$ cat src/hw/rtl/insertion_sorter_defines.svh
// Assertion macros shared by the insertion sorter RTL.
// Included by modules that carry concurrent checks; no other dependencies.
`ifndef INSERTION_SORTER_DEFINES_SVH
`define INSERTION_SORTER_DEFINES_SVH

`ifndef ASSERT_OFF

// Property must hold at every clock edge outside reset.
`define ISORT_ASSERT(lbl, clk, rst_n, prop) \
	lbl: assert property (@(posedge clk) disable iff (!rst_n) (prop)) \
		else $error("insertion sorter check failed");

// Condition must never be true outside reset.
`define ISORT_ASSERT_NEVER(lbl, clk, rst_n, cond) \
	lbl: assert property (@(posedge clk) disable iff (!rst_n) !(cond)) \
		else $error("insertion sorter forbidden condition");

`else

`define ISORT_ASSERT(lbl, clk, rst_n, prop)
`define ISORT_ASSERT_NEVER(lbl, clk, rst_n, cond)

`endif

`endif

$ cat src/hw/rtl/isort_pkg.sv
// Shared types and constants for the insertion sorter.
// No dependencies.
package isort_pkg;

	localparam int DATA_W    = 32;
	localparam int DEPTH_DEF = 32;

	typedef logic signed [DATA_W-1:0] data_t;

	typedef enum logic [2:0] {
		ST_IDLE,
		ST_SEEK,
		ST_CMP,
		ST_PLACE,
		ST_EMIT_RD,
		ST_EMIT_LD
	} state_t;

endpackage

$ cat src/hw/rtl/isort_if.sv
// Valid/ready stream interfaces for the insertion sorter request channels.
// Depends on isort_pkg.
interface isort_in_if;
	logic                 valid;
	logic                 ready;
	isort_pkg::data_t     value;
	logic                 last_in;

	modport source (output valid, output value, output last_in, input ready);
	modport sink   (input valid, input value, input last_in, output ready);
endinterface

interface isort_out_if;
	logic                 valid;
	logic                 ready;
	isort_pkg::data_t     sorted_value;
	logic                 last_out;
	logic                 overflow;

	modport source (output valid, output sorted_value, output last_out, output overflow,
		input ready);
	modport sink   (input valid, input sorted_value, input last_out, input overflow,
		output ready);
endinterface

$ cat src/hw/rtl/insertion_sorter.sv
// Insertion sorter top level: sequencer, compare unit and element store.
// Depends on isort_pkg, isort_in_if/isort_out_if, isort_ram and the assert macros.
//
//  channel   dir  payload                               request when
//  samples   in   value[31:0] signed, last_in           valid & ready
//  results   out  sorted_value[31:0] signed,            valid & ready
//                 last_out, overflow
//
// Insert: one step per stored value greater than the new one (at most DEPTH-1);
//   one RAM read and one compare per step. A value offered while full is dropped.
// Flush after last_in: per result, one read then one output load.
// Reset clears sequencer, count, overflow flag and output valid; the store needs no clear.
// Output backpressure stalls only the flush; the output register lets the next
//   request in while the final result still waits.
`include "insertion_sorter_defines.svh"

module insertion_sorter #(
	parameter int DEPTH = isort_pkg::DEPTH_DEF
) (
	input  logic        clk,
	input  logic        arst_n,
	isort_in_if.sink    samples,
	isort_out_if.source results
);

	localparam int AW    = $clog2(DEPTH);
	localparam int CNT_W = $clog2(DEPTH + 1);

	isort_pkg::state_t state_q, state_d;

	// datapath registers
	logic [AW-1:0]       pos_q;    // hole the new value currently sits at
	logic [AW-1:0]       k_q;      // flush read index
	logic [CNT_W-1:0]    count_q;
	logic                ovf_q;
	isort_pkg::data_t    val_q;
	logic                last_q;

	// output register
	logic                out_vld_q;
	isort_pkg::data_t    out_data_q;
	logic                out_last_q;
	logic                out_ovf_q;

	// RAM port
	logic                ram_we, ram_re;
	logic [AW-1:0]       ram_waddr, ram_raddr;
	isort_pkg::data_t    ram_wdata;
	logic [isort_pkg::DATA_W-1:0] ram_rdata;

	logic acc, full, placed, load, emit_last, greater;

	assign acc       = samples.valid && samples.ready;
	assign full      = (count_q == CNT_W'(DEPTH));
	assign greater   = ($signed(ram_rdata) > val_q);
	assign emit_last = ((CNT_W'(k_q) + CNT_W'(1)) == count_q);

	assign samples.ready        = (state_q == isort_pkg::ST_IDLE);
	assign results.valid        = out_vld_q;
	assign results.sorted_value = out_data_q;
	assign results.last_out     = out_last_q;
	assign results.overflow     = out_ovf_q;

	isort_ram #(
		.WIDTH (isort_pkg::DATA_W),
		.DEPTH (DEPTH)
	) u_store (
		.clk     (clk),
		.wr_en   (ram_we),
		.wr_addr (ram_waddr),
		.wr_data (ram_wdata),
		.rd_en   (ram_re),
		.rd_addr (ram_raddr),
		.rd_data (ram_rdata)
	);

	always_ff @(posedge clk or negedge arst_n) begin
		if (!arst_n) begin
			state_q <= isort_pkg::ST_IDLE;
		end else begin
			state_q <= state_d;
		end
	end

	// Sequencer: one compare-and-shift step per cycle in ST_CMP. The read of the
	// next neighbor goes out in the same cycle the current one is shifted up.
	always_comb begin
		state_d   = state_q;
		ram_we    = 1'b0;
		ram_waddr = pos_q;
		ram_wdata = val_q;
		ram_re    = 1'b0;
		ram_raddr = pos_q - AW'(1);
		placed    = 1'b0;
		load      = 1'b0;
		unique case (state_q)
			isort_pkg::ST_IDLE: begin
				if (acc) begin
					if (full) begin
						// dropped; still flush if it closes the set
						state_d = samples.last_in ? isort_pkg::ST_EMIT_RD
							: isort_pkg::ST_IDLE;
					end else begin
						state_d = isort_pkg::ST_SEEK;
					end
				end
			end
			isort_pkg::ST_SEEK: begin
				if (pos_q == '0) begin
					state_d = isort_pkg::ST_PLACE;
				end else begin
					ram_re  = 1'b1;
					state_d = isort_pkg::ST_CMP;
				end
			end
			isort_pkg::ST_CMP: begin
				if (greater) begin
					// neighbor moves up one slot
					ram_we    = 1'b1;
					ram_wdata = ram_rdata;
					if (pos_q == AW'(1)) begin
						state_d = isort_pkg::ST_PLACE;
					end else begin
						ram_re    = 1'b1;
						ram_raddr = pos_q - AW'(2);
					end
				end else begin
					ram_we  = 1'b1;
					placed  = 1'b1;
					state_d = last_q ? isort_pkg::ST_EMIT_RD : isort_pkg::ST_IDLE;
				end
			end
			isort_pkg::ST_PLACE: begin
				ram_we    = 1'b1;
				ram_waddr = '0;
				placed    = 1'b1;
				state_d   = last_q ? isort_pkg::ST_EMIT_RD : isort_pkg::ST_IDLE;
			end
			isort_pkg::ST_EMIT_RD: begin
				ram_re    = 1'b1;
				ram_raddr = k_q;
				state_d   = isort_pkg::ST_EMIT_LD;
			end
			isort_pkg::ST_EMIT_LD: begin
				if (!out_vld_q || results.ready) begin
					load    = 1'b1;
					state_d = emit_last ? isort_pkg::ST_IDLE : isort_pkg::ST_EMIT_RD;
				end
			end
			default: state_d = isort_pkg::ST_IDLE;
		endcase
	end

	always_ff @(posedge clk or negedge arst_n) begin
		if (!arst_n) begin
			count_q   <= '0;
			ovf_q     <= 1'b0;
			out_vld_q <= 1'b0;
		end else begin
			if (load && emit_last) begin
				count_q <= '0;
			end else if (placed) begin
				count_q <= count_q + CNT_W'(1);
			end
			if (acc && full) begin
				ovf_q <= 1'b1;
			end else if (load && emit_last) begin
				ovf_q <= 1'b0;
			end
			if (load) begin
				out_vld_q <= 1'b1;
			end else if (results.ready) begin
				out_vld_q <= 1'b0;
			end
		end
	end

	always_ff @(posedge clk) begin
		if (acc) begin
			val_q  <= samples.value;
			last_q <= samples.last_in;
			pos_q  <= count_q[AW-1:0];
			k_q    <= '0;
		end else begin
			if (state_q == isort_pkg::ST_CMP && greater) begin
				pos_q <= pos_q - AW'(1);
			end
			if (load) begin
				k_q <= k_q + AW'(1);
			end
		end
		if (load) begin
			out_data_q <= ram_rdata;
			out_last_q <= emit_last;
			out_ovf_q  <= ovf_q;
		end
	end

	// checks
	`ISORT_ASSERT_NEVER(a_count_bound, clk, arst_n, count_q > CNT_W'(DEPTH))
	`ISORT_ASSERT(a_drop_flags, clk, arst_n, (acc && full) |=> ovf_q)
	`ISORT_ASSERT(a_load_src, clk, arst_n, $rose(out_vld_q) |-> $past(state_q) == isort_pkg::ST_EMIT_LD)
	`ISORT_ASSERT(a_flush_clears, clk, arst_n, (load && emit_last) |=> (count_q == '0 && !ovf_q))

endmodule

$ cat src/hw/rtl/isort_ram.sv
// Generic single-write, single-read RAM with registered read data.
// No dependencies.
module isort_ram #(
	parameter int WIDTH = 32,
	parameter int DEPTH = 32
) (
	input  logic                     clk,
	input  logic                     wr_en,
	input  logic [$clog2(DEPTH)-1:0] wr_addr,
	input  logic [WIDTH-1:0]         wr_data,
	input  logic                     rd_en,
	input  logic [$clog2(DEPTH)-1:0] rd_addr,
	output logic [WIDTH-1:0]         rd_data
);

	logic [WIDTH-1:0] mem_q [DEPTH];

	always_ff @(posedge clk) begin
		if (wr_en) begin
			mem_q[wr_addr] <= wr_data;
		end
		if (rd_en) begin
			rd_data <= mem_q[rd_addr];
		end
	end

endmodule

$ cat src/flat_wrapper.sv
// flat-port wrapper written by rule: the top's interface ports become plain ports
module insertion_sorter_flat 
#(
	parameter int DEPTH = isort_pkg::DEPTH_DEF
)
  (clk, arst_n, samples_valid, samples_value, samples_last_in, samples_ready, results_valid, results_sorted_value, results_last_out, results_overflow, results_ready);
  isort_in_if samples_i ();
  isort_out_if results_i ();
  input  logic clk;
  input  logic arst_n;
  input wire logic [$bits(samples_i.valid)-1:0] samples_valid;
  input wire logic [$bits(samples_i.value)-1:0] samples_value;
  input wire logic [$bits(samples_i.last_in)-1:0] samples_last_in;
  output wire logic [$bits(samples_i.ready)-1:0] samples_ready;
  output wire logic [$bits(results_i.valid)-1:0] results_valid;
  output wire logic [$bits(results_i.sorted_value)-1:0] results_sorted_value;
  output wire logic [$bits(results_i.last_out)-1:0] results_last_out;
  output wire logic [$bits(results_i.overflow)-1:0] results_overflow;
  input wire logic [$bits(results_i.ready)-1:0] results_ready;
  assign samples_i.valid = samples_valid;
  assign samples_i.value = samples_value;
  assign samples_i.last_in = samples_last_in;
  assign samples_ready = samples_i.ready;
  assign results_valid = results_i.valid;
  assign results_sorted_value = results_i.sorted_value;
  assign results_last_out = results_i.last_out;
  assign results_overflow = results_i.overflow;
  assign results_i.ready = results_ready;
  insertion_sorter #(.DEPTH(DEPTH)) u_core (.clk(clk), .arst_n(arst_n), .samples(samples_i), .results(results_i));
endmodule
$ cat config.mk
export PLATFORM = sky130hd
export DESIGN_NAME = insertion_sorter_flat
export DESIGN_NICKNAME = d
export VERILOG_FILES = /design/src/hw/rtl/isort_pkg.sv /design/src/hw/rtl/isort_if.sv /design/src/hw/rtl/insertion_sorter.sv /design/src/hw/rtl/isort_ram.sv /design/src/flat_wrapper.sv
export VERILOG_INCLUDE_DIRS = /design/src /design/src/hw/rtl
export SDC_FILE = /design/constraint.sdc
export NUM_CORES = 1
export LEC_CHECK = 0
export BUFFER_PORTS_ARGS = -buffer_cell sky130_fd_sc_hd__buf_2
export CAP_MARGIN = 20
export CORE_MARGIN = 1.5
export CORE_UTILIZATION = 60
export DETAILED_ROUTE_END_ITERATION = 8
export GPL_TIMING_DRIVEN = 0
export PLACE_DENSITY = 0.75
export RECOVER_POWER = 50
export SYNTH_ARGS = -nofsm -noshare
export SYNTH_HDL_FRONTEND = slang
export SYNTH_HIERARCHICAL = 1
export SYNTH_SLANG_ARGS = --single-unit
$ cat constraint.sdc
create_clock -name clk -period 5.2 [get_ports clk]
set_input_delay 1.3 -clock clk [delete_from_list [all_inputs] [get_ports clk]]
set_output_delay 1.3 -clock clk [all_outputs]
set_load 0.02 [all_outputs]
**Word-level counts from Yosys, hierarchy flattened**

Memory sizes are Yosys's and may differ from the RTL's. A register that Yosys moved wholly into a read port is not among the register bits.
Cells that the tools add are included.

- Add/subtract/negate cells: 5
- Multipliers: 0
- Divide/modulo/power cells: 0
- Magnitude comparators: 1
- Eq/ne operators: 11
- Shift operators: 0
- Multiplexer cells: 35
- Bitwise gates (word level): 0
- Reduce and logical (&&, ||, !) cells: 14

Operators with widths:

| operator | number |
|---|---|
| two-way mux 32 bit | 2 |
| > comparator 32 bit | 1 |
| two-way mux 5 bit | 5 |
| two-way mux 3 bit | 8 |
| one-hot mux 3 bit (6 select lines) | 1 |
| two-way mux 1 bit | 14 |
| two-way mux 6 bit | 2 |
| one-hot mux 5 bit (2 select lines) | 1 |
| nonzero test 2 bit | 4 |
| adder 5 x 1 -> 6 bit (second input constant) | 1 |
| adder 6 x 1 -> 6 bit (second input constant) | 1 |
| == test 3 x 2 -> 1 bit (second input constant) | 2 |
| == test 3 bit (second input constant) | 2 |
| == test 6 bit | 1 |
| == test 6 bit (second input constant) | 1 |
| adder 5 x 1 -> 5 bit (second input constant) | 1 |
| == test 5 x 1 -> 1 bit (second input constant) | 1 |
| zero test 5 bit | 1 |
| subtractor 5 x 1 -> 5 bit (second input constant) | 1 |
| subtractor 5 x 2 -> 5 bit (second input constant) | 1 |
| logical AND 1 bit | 4 |
| == test 3 x 1 -> 1 bit (second input constant) | 1 |
| zero test 3 bit | 1 |
| != test 3 bit (second input constant) | 1 |
| 8 further kinds | 8 |

- Bits in registers: 88
- Bits in latches: 0
- Memory bits (writable): 1024
- Bits in read-only memories: 0
- Bits of input ports: 37
- Output and inout port bits: 36
- Word-level logic and storage cells: 78
- Memories: 1

Memories:

| memory | words | bits a word | rd ports | clocked after memory_dff | write ports | line | text |
|---|---|---|---|---|---|---|---|
| u_core.u_store.mem_q | 32 | 32 | 1 | 1 | 1 | isort_ram.sv:16 | `logic [WIDTH-1:0] mem_q [DEPTH];` |

**Logic depth before layout (Yosys ltp)**

- Depth in word-level cells: 7
- Gate-level depth with buffers: 19
- Gate-level depth less buffers: 14

**Hierarchy**

Netlist, hierarchy kept.

Modules (own cells, without submodules):

| module | times used | cells an instance | area each (sq um) | sequential area each (sq um) |
|---|---|---|---|---|
| isort_ram | 1 | 2260 | 40805.4 | 31710.4 |
| insertion_sorter | 1 | 422 | 4911.0 | 2537.4 |

**Worst setup path after synthesis**

Ideal clock, no wire load.

- Path kind: register to register
- Start: reg u_core.u_store.rd_data[31], read port of u_core.u_store.mem_q
- End: mem u_core.u_store.mem_q[0][0], data pin
- Setup time: 454 ps
- Arrival: 3825 ps
- Slack: 921 ps
- Cell stages (with the launch flop): 11
- Path buffers: 2
- Cells stage by stage: edfxtp_1 > ha_1 > nand4_1 > or4_4 > o21ai_1 > o41ai_1 > o31a_1 > or2_1 > buf_6 > buf_6 > o21ai_0

- Word-level cells in the longest chain between the ends: 3

Ends and longest elaborated chain:

| element | line | text |
|---|---|---|
| start, declared | isort_ram.sv:13 | `output logic [WIDTH-1:0] rd_data` |
| > comparator 32 bit | insertion_sorter.sv:55 | `assign greater = ($signed(ram_rdata) > val_q);` |
| two-way mux 32 bit | insertion_sorter.sv:117 | `if (greater) begin` |
| two-way mux 32 bit | insertion_sorter.sv:96 | `unique case (state_q)` |
| via u_core.ram_wdata[0] | insertion_sorter.sv:48 | `isort_pkg::data_t ram_wdata;` |
| end, declared | isort_ram.sv:16 |  |

The timed path passes the listed nets, and every way through them passes these cells.

**Worst setup path in the final report**

- Start: reg u_core.u_store.rd_data[19], read port of u_core.u_store.mem_q
- End: reg u_core.u_store.rd_data[23], read port of u_core.u_store.mem_q, data pin

- Word-level cells in the longest chain between the ends: 3
- Elaborated cells on any way between the ends: 5
- Those cells by class: order compare (1); mux (4)

Ends and longest elaborated chain:

| element | line | text |
|---|---|---|
| > comparator 32 bit | insertion_sorter.sv:55 |  |
| two-way mux 5 bit | insertion_sorter.sv:117 |  |
| one-hot mux 5 bit (2 select lines) | insertion_sorter.sv:96 |  |
| via u_core.ram_raddr[4] | insertion_sorter.sv:47 | `logic [AW-1:0] ram_waddr, ram_raddr;` |

The timed path passes the listed nets, and every way through them passes these cells.
A chain may end at the register's enable or synchronous reset.

==> flow_summary.toml <==
[run_status]
outcome = "finished, final reports clean"

[logic_synthesis]
ys_seq_area_share_pct = 74.9
yosysWarningCount = 6
async_reset_ff_share_pct = 0.962
synth_edf_count = 1128
synth_nets = 2758
synth-seq-cells = 1144
synth_ff_type = "edfxtp_1"
yosysUniqueCellTypes = 60
synthesis.area_um2 = 45700
synth.avg_cell_area_um2 = 17.0
netlist_instances = 2682

[worst_setup_path]
crit_path_top_delay_cell = "or4_4"
worstPathCellList = "ha_4, nand4_1, or4_4, o21ai_1, o41ai_1, o31a_1, or2_1, buf_6, buf_6, a221o_1, nand2b_1, clkbuf_1, a21oi_1, a31oi_4, nand3_1"
cp_data_arrival_time_ps = 5540
timing.rr.end = "u_core/u_store/rd_data[23]$_DFFE_PP_"
path_max_fanout = 10
r2r_start = "u_core/u_store/rd_data[19]$_DFFE_PP_"
critPathMaxStageDelay_ps = 560
cp.buffers_inverters = 3
critPathTopFamily = "simple AND/OR/NAND/NOR gates"
worst-setup-path-type = "register to register"
cp-start-kind = "register"
critPathLaunch = "u_core/u_store/rd_data[19]$_DFFE_PP_"
ff2ff_path_depth = 15
crit_path_frequent_cell = "buf_6"
end_kind = "register"
required_ps = 5600
cp-endpoint = "u_core/u_store/rd_data[23]$_DFFE_PP_"
ff2ff_setup_slack_ps = 50
cp.depth = 15

[cells_and_area]
finish.instance_area_um2 = 52900
final_cells = 3987
post-route-util_pct = 69.9
layout_common_cells = "edfxtp_1 (1128), mux2i_1 (516), nand2_1 (130)"
drive_gt1_share_pct = 17.7
layout_commonest_cell = "edfxtp_1"
area_delta_synth_final_pct = 15.7
final_nets = 2991

[cts]
clock-root-buffer = "clkbuf_16"
numCtsBuffers = 109
htreeDepth = 3
clock_path_buffers = 3
cts_tree = "built"
worstSkewPairLatency_ps = 690
clkTransAtPathRegs_ps = 60
postCtsHoldBufs = 0
clock_sinks = 1144

[routing]
ant_nets = 0
via_count = 25700
drc = 0
drt_iter0_drc = 2595
routed_wl_um = 111000
dr.pass1.iters = 6
detail_route.wl_per_cell_um = 28.0
viasPerCell = 6.44

[placed_design]
globalplace.congestion = 0.867
post_dp_cell_area_um2 = 48300
dp_slack_ps = -1120
io_buffers = 72
placedCellCount = 3768
hpwl_um = 70500

[pwr]
p_int_mw = 22.6
vdd_ir_drop_max_uv = 561
finalPower_mw = 37.7
p_leak_nw = 18.6
p_sw_share_pct = 40.0
p_switching_mw = 15.1
combPwrFrac_pct = 46.0
clockPowerShare_pct = 21.4
p_seq_share_pct = 32.6
power_density_nw_per_um2 = 712

[timing]
slew_viol_final = 0
setup-violations-final = 0
hold_viol = 0
clock_skew_ps = 20.8
fin_crit_sh_pct = 99.0
finalCriticalPeriod_ps = 5150
relSlewSlack_pct = 29.5
worst_slack_ps = 53.6
max_freq_ghz = 0.194
tightest_slew_ps = 1060
hold_ws_ps = 479
tns_ps = 0

[die]
dieHeight_um = 279
rows = 101
boundaryPins = 73
start_util_pct = 60.4
fp.coreArea_um2 = 75700
fp.dieW_um = 279
dieArea_um2 = 77900

[global_route]
grtUsageTotal_pct = 28.4
grt-ovfl-total = 0
antenna_found_initial = 1
grt_max_degree = 40
grt_pass1_vias = 25400
grt_first_pass_wirelength_um = 161000

[hold_path]
min_path_type = "register to register"

[flow_run]
cap_violations = 0
==> how the worst min path moves through the flow <==
stage / startpoint / to / cells past startpoint
CTS: arst_n / u_core/state_q[0]$_DFFE_PN0P_ / 1
global route: u_core/u_store/rd_data[0]$_DFFE_PP_ / u_core/results.sorted_value[0]$_DFFE_PP_ / 0
global placement: u_core/u_store/rd_data[0]$_DFFE_PP_ / u_core/results.sorted_value[0]$_DFFE_PP_ / 0
detailed placement: u_core/u_store/rd_data[0]$_DFFE_PP_ / u_core/results.sorted_value[0]$_DFFE_PP_ / 0
floorplan: u_core/ovf_q$_DFFE_PN0P_ / u_core/results.overflow$_DFFE_PP_ / 0
finish: u_core/u_store/rd_data[0]$_DFFE_PP_ / u_core/results.sorted_value[0]$_DFFE_PP_ / 0
==> routing by layer <==
metal	share of wire [%]	GRT usage, %	up-vias
met5	0	0	-
met4	3.3	9.85	0
met3	8.8	5.21	239
met2	49	48.0	1322
met1	38	37.4	13100
li1	-	-	11000
==> cells by family (layout without fill, tap and decap cells) <==
family                     count (synthesis)  count (layout)  synth area share, %
muxes                                    550             550                 12.2
AOI/OAI and AO/OA                        369             369                 5.41
and+or+nand+nor                          382             382                 3.96
buffers and inverters                    187             513                 2.19
xor gates and xnor gates                  11              11                0.211
other                                      0               1                    0
adders and majority gates                 39              39                 1.07
DFF                                     1144            1144                 74.9
==> registers in the layout (all words and copies together), names as in the netlist, 3 cells and up <==
register                     flops
u_core/results.sorted_value     32
u_core/u_store/mem_q          1024
u_core/pos_q                     5
u_core/val_q                    32
u_core/state_q                   3
u_core/k_q                       5
u_core/count_q                   6
u_core/u_store/rd_data          32
==> worst register-to-register path, delay by kind of cell (launching register included) <==
kind,cells,cell delay (ps)
flops,1,450
compound gates,6,1560
buf+inv,3,840
fa+ha+maj,1,310
simple gates,5,1730
==> cells in the mapped netlist (3+ instances only) <==
cell type	number	area, µm²
edfxtp_1	1128	33900
mux2i_1	518	5180
nand2_1	130	488
a21oi_1	125	626
nand3_1	100	500
a22oi_1	96	721
a22o_1	65	569
clkbuf_1	58	218
nor2_1	53	199
inv_1	43	161
nor3_1	41	205
ha_1	39	488
a31oi_1	35	219
buf_4	33	248
buf_2	28	140
mux2_2	19	214
buf_6	18	203
o21ai_0	17	85.1
mux2_4	13	195
dfrtp_1	11	275
nand4_1	9	56.3
nand2b_1	7	43.8
xor2_1	7	61.3
nand3b_1	6	45.0
nor2b_1	6	37.5
o211ai_1	6	45.0
buf_1	5	18.8
dfxtp_1	5	100
and2_1	4	25.0
o21a_1	4	30.0
or3_1	4	25.0
or3b_2	4	35.0
xnor2_1	4	35.0
and4_1	3	26.3
nor4_1	3	18.8
nor4b_1	3	26.3
==> cell type report <==
cell class | count | area, µm²
flip-flops and latches | 1144 | 34200
fillers | 4603 | 22800
multi-input cells | 1351 | 11200
clock buffers | 127 | 2820
repair buffers | 122 | 1230
well taps | 978 | 1220
plain buffers | 144 | 1130
clock inverters | 77 | 857
inverters | 43 | 161
diodes | 1 | 2.50
==> power by group through the flow <==
stage	combinational, mW	sequential, mW	clock (mW)
after global routing	18.1	12.3	8.49
after global placement	14.6	12.5	0
after detailed placement	15.2	12.5	0
after floorplan	9.54	12.4	0
after CTS	16.7	12.3	8.13
final	17.3	12.3	8.06
==> what timing repair did <==
action | CTS | global route
cloned | 0 | 2
pin swaps | 20 | 9
hold endpoints to repair | 0 | 0
setup buffers | 3 | 8
gates resized for setup | 157 | 36
endpoints found under the setup margin | 32 | 32
Power figures use the tool's default switching activity.
